`src/hdl/nmea_rmc_fix_parser_assert.svh`:
```
// Assertion macros shared by the parser's checking code.
`ifndef NMEA_RMC_FIX_PARSER_ASSERT_SVH
`define NMEA_RMC_FIX_PARSER_ASSERT_SVH

// The condition must never be true at a clock edge outside reset.
`define NRMC_NEVER(lbl, cond) \
  lbl: assert property (@(posedge clk) disable iff (!rst_n) !(cond)) \
    else $error("nrmc: forbidden condition seen");

// When the first condition holds, the second holds in the next cycle.
`define NRMC_THEN_NEXT(lbl, pre, post) \
  lbl: assert property (@(posedge clk) disable iff (!rst_n) (pre) |=> (post)) \
    else $error("nrmc: expected follow-up missing");

`endif

```
`src/hdl/nrmc_pkg.sv`:
```
package nrmc_pkg;

  // Characters the parser recognises.
  localparam logic [7:0] CH_COMMA = 8'h2C;
  localparam logic [7:0] CH_POINT = 8'h2E;
  localparam logic [7:0] CH_MINUS = 8'h2D;
  localparam logic [7:0] CH_PLUS  = 8'h2B;
  localparam logic [7:0] CH_ZERO  = 8'h30;
  localparam logic [7:0] CH_NINE  = 8'h39;
  localparam logic [7:0] CH_SOUTH = 8'h53;
  localparam logic [7:0] CH_WEST  = 8'h57;

  // Field numbers within the sentence (commas counted before the field ends).
  localparam logic [3:0] FLD_TIME   = 4'd1;
  localparam logic [3:0] FLD_STATUS = 4'd2;
  localparam logic [3:0] FLD_LAT    = 4'd3;
  localparam logic [3:0] FLD_NS     = 4'd4;
  localparam logic [3:0] FLD_LON    = 4'd5;
  localparam logic [3:0] FLD_EW     = 4'd6;
  localparam logic [3:0] FLD_SPEED  = 4'd7;
  localparam logic [3:0] FLD_COURSE = 4'd8;

  // Saturation limits and scale factors.
  localparam logic [39:0] ACC_MAX = 40'hFF_FFFF_FFFF;
  localparam logic [32:0] LAT_MAX = 33'h0_3FFF_FFFF;
  localparam logic [32:0] LON_MAX = 33'h0_7FFF_FFFF;
  localparam logic [31:0] E7      = 32'd10000000;
  // Smallest scaled knot value whose km/h figure no longer fits 28 bits.
  localparam logic [59:0] SPD_LIM = 60'd144943551;

  localparam int Q_DEPTH = 4;

  // One finished field handed from the character front end to the converter.
  typedef struct packed {
    logic [39:0] acc;
    logic [2:0]  frac;
    logic        minus;
    logic [7:0]  first;
    logic [3:0]  fidx;
    logic        emit;
    logic [3:0]  seen;
  } rec_t;

  // Power of ten evaluated at elaboration.
  function automatic longint unsigned pow10_c(input int n);
    longint unsigned v;
    v = 1;
    for (int i = 0; i < n; i++) v = v * 10;
    return v;
  endfunction

  // Power of ten for run-time padding of missing fraction digits.
  function automatic logic [19:0] pow10_lut(input logic [2:0] n);
    logic [19:0] v;
    unique case (n)
      3'd0: v = 20'd1;
      3'd1: v = 20'd10;
      3'd2: v = 20'd100;
      3'd3: v = 20'd1000;
      3'd4: v = 20'd10000;
      3'd5: v = 20'd100000;
      3'd6: v = 20'd1000000;
      default: v = 20'd1;
    endcase
    return v;
  endfunction

endpackage

```
`src/hdl/nrmc_fifo.sv`:
```
module nrmc_fifo (
  input  logic            clk,
  input  logic            rst_n,
  input  logic            push,
  input  nrmc_pkg::rec_t  wr_data,
  input  logic            pop,
  output nrmc_pkg::rec_t  rd_data,
  output logic            full,
  output logic            empty
);
  import nrmc_pkg::*;

  localparam int PW = $clog2(Q_DEPTH);

  rec_t          mem_r [Q_DEPTH];
  logic [PW-1:0] wr_ptr_r, rd_ptr_r;
  logic [PW:0]   count_r;

  assign full    = (count_r == (PW+1)'(Q_DEPTH));
  assign empty   = (count_r == '0);
  assign rd_data = mem_r[rd_ptr_r];

  // Pointers and fill level.
  always_ff @(posedge clk) begin
    if (!rst_n) begin
      wr_ptr_r <= '0;
      rd_ptr_r <= '0;
      count_r  <= '0;
    end else begin
      if (push) wr_ptr_r <= wr_ptr_r + 1'b1;
      if (pop)  rd_ptr_r <= rd_ptr_r + 1'b1;
      if (push && !pop)      count_r <= count_r + 1'b1;
      else if (pop && !push) count_r <= count_r - 1'b1;
    end
  end

  // Storage.
  always_ff @(posedge clk) begin
    if (push) mem_r[wr_ptr_r] <= wr_data;
  end

endmodule

```
`config.mk`:
```
export PLATFORM = sky130hd
export DESIGN_NAME = nrmc_fifo
export DESIGN_NICKNAME = d
export VERILOG_FILES = /design/src/hdl/nmea_rmc_fix_parser_assert.svh /design/src/hdl/nrmc_pkg.sv /design/src/hdl/nrmc_fifo.sv
export SDC_FILE = /design/constraint.sdc
export NUM_CORES = 1
export LEC_CHECK = 0
export BUFFER_PORTS_ARGS = -buffer_cell sky130_fd_sc_hd__buf_2
export CAP_MARGIN = 15
export CORE_ASPECT_RATIO = 0.6
export CORE_MARGIN = 1
export CORE_UTILIZATION = 40
export DETAILED_ROUTE_END_ITERATION = 8
export PLACE_DENSITY = 0.61
export SETUP_SLACK_MARGIN = 0.02
export SYNTH_ARGS = -nofsm -noshare
export SYNTH_HDL_FRONTEND = slang
export SYNTH_SLANG_ARGS = --single-unit
```
`constraint.sdc`:
```
create_clock -name clk -period 5.9 [get_ports clk]
set_input_delay 1.18 -clock clk [delete_from_list [all_inputs] [get_ports clk]]
set_output_delay 1.18 -clock clk [all_outputs]
set_load 0.01 [all_outputs]
```
==> summary.txt <==
Die
  – Initial Utilization: just over 40%
  – Site Rows: between 40 and 50
  – Top Ports: 128
  – Die height: 120 um
  – Area of the core: 22,400 um^2
  – Die area: approximately 24,000 um^2
  – Die Wd: 199 um

Yosys
  – Synth cell count leaders: edfxtp_1 (244), mux4_2 (60), and2_1 (9), dfxtp_1 (9)
  – Main area contributors after synthesis: edfxtp_1 (79%), mux4_2 (15%), dfxtp_1 (1.9%), buf_12 (1.3%), ha_1 (0.67%)
  – Cells after synthesis: about 360
  – Register area share after synthesis: roughly four fifths
  – Share of the synthesized area in the top cell type: between 70% and 80%
  – Synthesized net count: ~430
  – Ys flop type: edfxtp_1
  – Most frequent cell after synthesis: edfxtp_1
  – Syn. warnings: 0
  – Post-synthesis cell type count: 22
  – Synthesized area per cell: approximately 26 um^2
  – Synthesized flop and latch total: between 200 and 300
  – Yosys top cell by area: edfxtp_1
  – Asr flop ratio synth: 0%
  – Post-synth EDFFs: around 240
  – Syn Std Cell Area: 9320 um^2

Routing
  – DRC Markers: 0
  – Iter 0 DRT Violations: approximately 310
  – Final wirelength: roughly 17,000 um
  – 1st-pass router iterations: 4
  – Via density: approximately 5
  – Vias: 4,157
  – Avg WL per Cell: just over 20 um
  – Post-route ant nets: 0

Setup path
  – Crit Path Max Fanout: 45
  – Critical Path End Type: output port
  – Critical Path RT: between 4000 and 5000 ps
  – Crit path DAT: 2700 ps
  – Worst setup path category: reg2out
  – Worst Reg2Reg Path Length in Cells: 3
  – CP startpoint kind: register

Flow run
  – Max-Cap Viols: 0

Timing
  – Unrepaired setup endpoints after global routing: no
  – Final setup fails: 0
  – PnR worst setup slack: about 2000 ps
  – Max-slew violations: 0
  – Worst Max-Slew Pin Slew: ~1100 ps
  – Post-layout min period: about 3900 ps
  – Final worst path period share: 65.7%
  – Final setup TNS: 0 ps
  – Clock Skews: ~12 ps
  – Maximum clock rate: 258 MHz
  – Final Hold Fails: 0
  – Max transition margin: between 20% and 30%

Clocking
  – CTS tree: built
  – H-tree depth: 1
  – Clk_lat worst skew: 520 ps
  – # Post-CTS Setup Buffers: 0
  – CTS Buffer Depth: 3
  – CTS clk-pin slew, worst paths: approximately 60 ps
  – Post-CTS Hold Fix Bufs: 0
  – Root buffer cell: clkbuf_16
  – Post-CTS sizing: 0
  – Clock tree sinks: roughly 250
  – TritonCTS Buffers: 24

Power
  – P_int: ~3.1 mW
  – Sw Pwr: between 0.8 and 0.9 mW
  – Switching part of the total power: 22.0%
  – PwrDens: about 360 nW/um^2
  – Combinational share of power: under 10%
  – Sequential share of power: between 50 and 60%
  – Leakage: 3.66 nW
  – Clock power frac: between 30% and 40%
  – Worst vdd ir: 0.000237 V

GRT
  – Largest net degree at the start of global routing: between 60 and 70
  – Gr usage total: approximately 15%
  – Grt ovf: 0
  – First-pass GRT wire length: 26,400 um
  – Antenna violations before repair: 1
  – Number of global-route vias before repair: around 4,500

Place
  – Placer Congestion: 0.720
  – Port bufs: about 130
  – Placed cell count: ~790
  – Cell Area, Placed: roughly 10,000 um^2
  – Post-DP HPWL: ~9600 um
  – Worst slack, placed: 2420 ps

Layout
  – Post-route design area: around 11,000 um^2
  – Nets: 574
  – Layout cells sized above 1: a little over two fifths
  – Area grow syn2layout: 17.4%
  – Finished Layout Cells: 830

Status
  – Outcome: complete, no violations

Min path
  – Hold Crit Class: reg2reg
  – Worst Hold Path Cells: 2
## final timing paths
path / startpoint / to / slack, ps
max: register / rd_data[46] / 2020
max reg2reg: wr_ptr_r[0]$_SDFFE_PN0P_ / mem_r[2][36]$_DFFE_PP_ / 4100
min reg2reg: count_r[2]$_SDFFE_PN0P_ / count_r[2]$_SDFFE_PN0P_ / 530
min: count_r[2]$_SDFFE_PN0P_ / count_r[2]$_SDFFE_PN0P_ / 530
## cell usage in the layout (no fill, tap or decap), types with 2 or more instances in the layout
cell type | synthesis | routed
dfxtp_1 | 9 | 7
and2_4 | 0 | 4
clkinv_2 | 0 | 5
mux4_2 | 60 | 60
xor2_1 | 3 | 3
and2_1 | 9 | 5
ha_1 | 5 | 5
clkinv_1 | 0 | 5
mux2i_1 | 2 | 2
buf_2 | 6 | 127
buf_4 | 0 | 2
inv_1 | 4 | 4
xnor2_1 | 2 | 2
clkbuf_1 | 0 | 7
edfxtp_1 | 244 | 244
nor2b_1 | 2 | 2
clkbuf_16 | 0 | 25
## sequential cells by signal, summed over array words and instances, names as in the netlist, named ones only
name	cells
count_r	3
mem_r	244
rd_ptr_r	2
wr_ptr_r	2
## worst max-delay path, stage by stage (launching register included)
cell	delay, ps
dfxtp_4	960
buf_4	490
mux4_2	570
buf_2	160
## final cells by class
class,instances,area [um^2]
repair buffers,129,651
multi-input cells,91,1640
flip-flops and latches,253,7510
clock buffers,32,652
well taps,308,385
diodes,1,2.50
clock inverters,12,81.3
inverters,4,15.0
fillers,1829,11500
## per-stage QoR
step	hold WS, ps	total power [mW]	util [%]
2_1_floorplan	472	2.36	-
3_3_place_gp	485	2.50	45.5
3_5_place_dp	539	2.51	45.5
4_1_cts	549	3.97	48.7
5_1_grt	579	4.06	48.7
6_report	531	3.91	48.7
## metal layers
| layer | part of all wire [%] | GRT usage, % | vias to the layer above |
|---|---|---|---|
| met2 | 46 | 23.4 | 110 |
| li1 | - | - | 1818 |
| met3 | 5.8 | 4.71 | 26 |
| met4 | 1.8 | 3.17 | 2 |
| met5 | 0.070 | 0 | - |
| met1 | 46 | 21.0 | 2201 |
## cell families (layout without fill, tap and decap cells)
group	Yosys count	after routing	share of synthesized area (%)
AOI/OAI and AO/OA	2	2	0.134
xor gates and xnor gates	5	5	0.470
muxes	63	63	15.0
other	0	1	0
buffers and inverters	18	177	1.93
adders and majority gates	6	6	0.887
and+or+nand+nor	15	15	0.980
DFF	253	253	80.6
## power by group through the flow
stage               registers, mW  logic, mW  clock network [mW]
floorplan                    2.12      0.245                   0
global placement             2.15      0.347                   0
detailed placement           2.16      0.354                   0
CTS                          2.12      0.356                1.49
global route                 2.13      0.378                1.55
finish                       2.11      0.347                1.45
No activity file was read; power rests on OpenSTA's default activity.
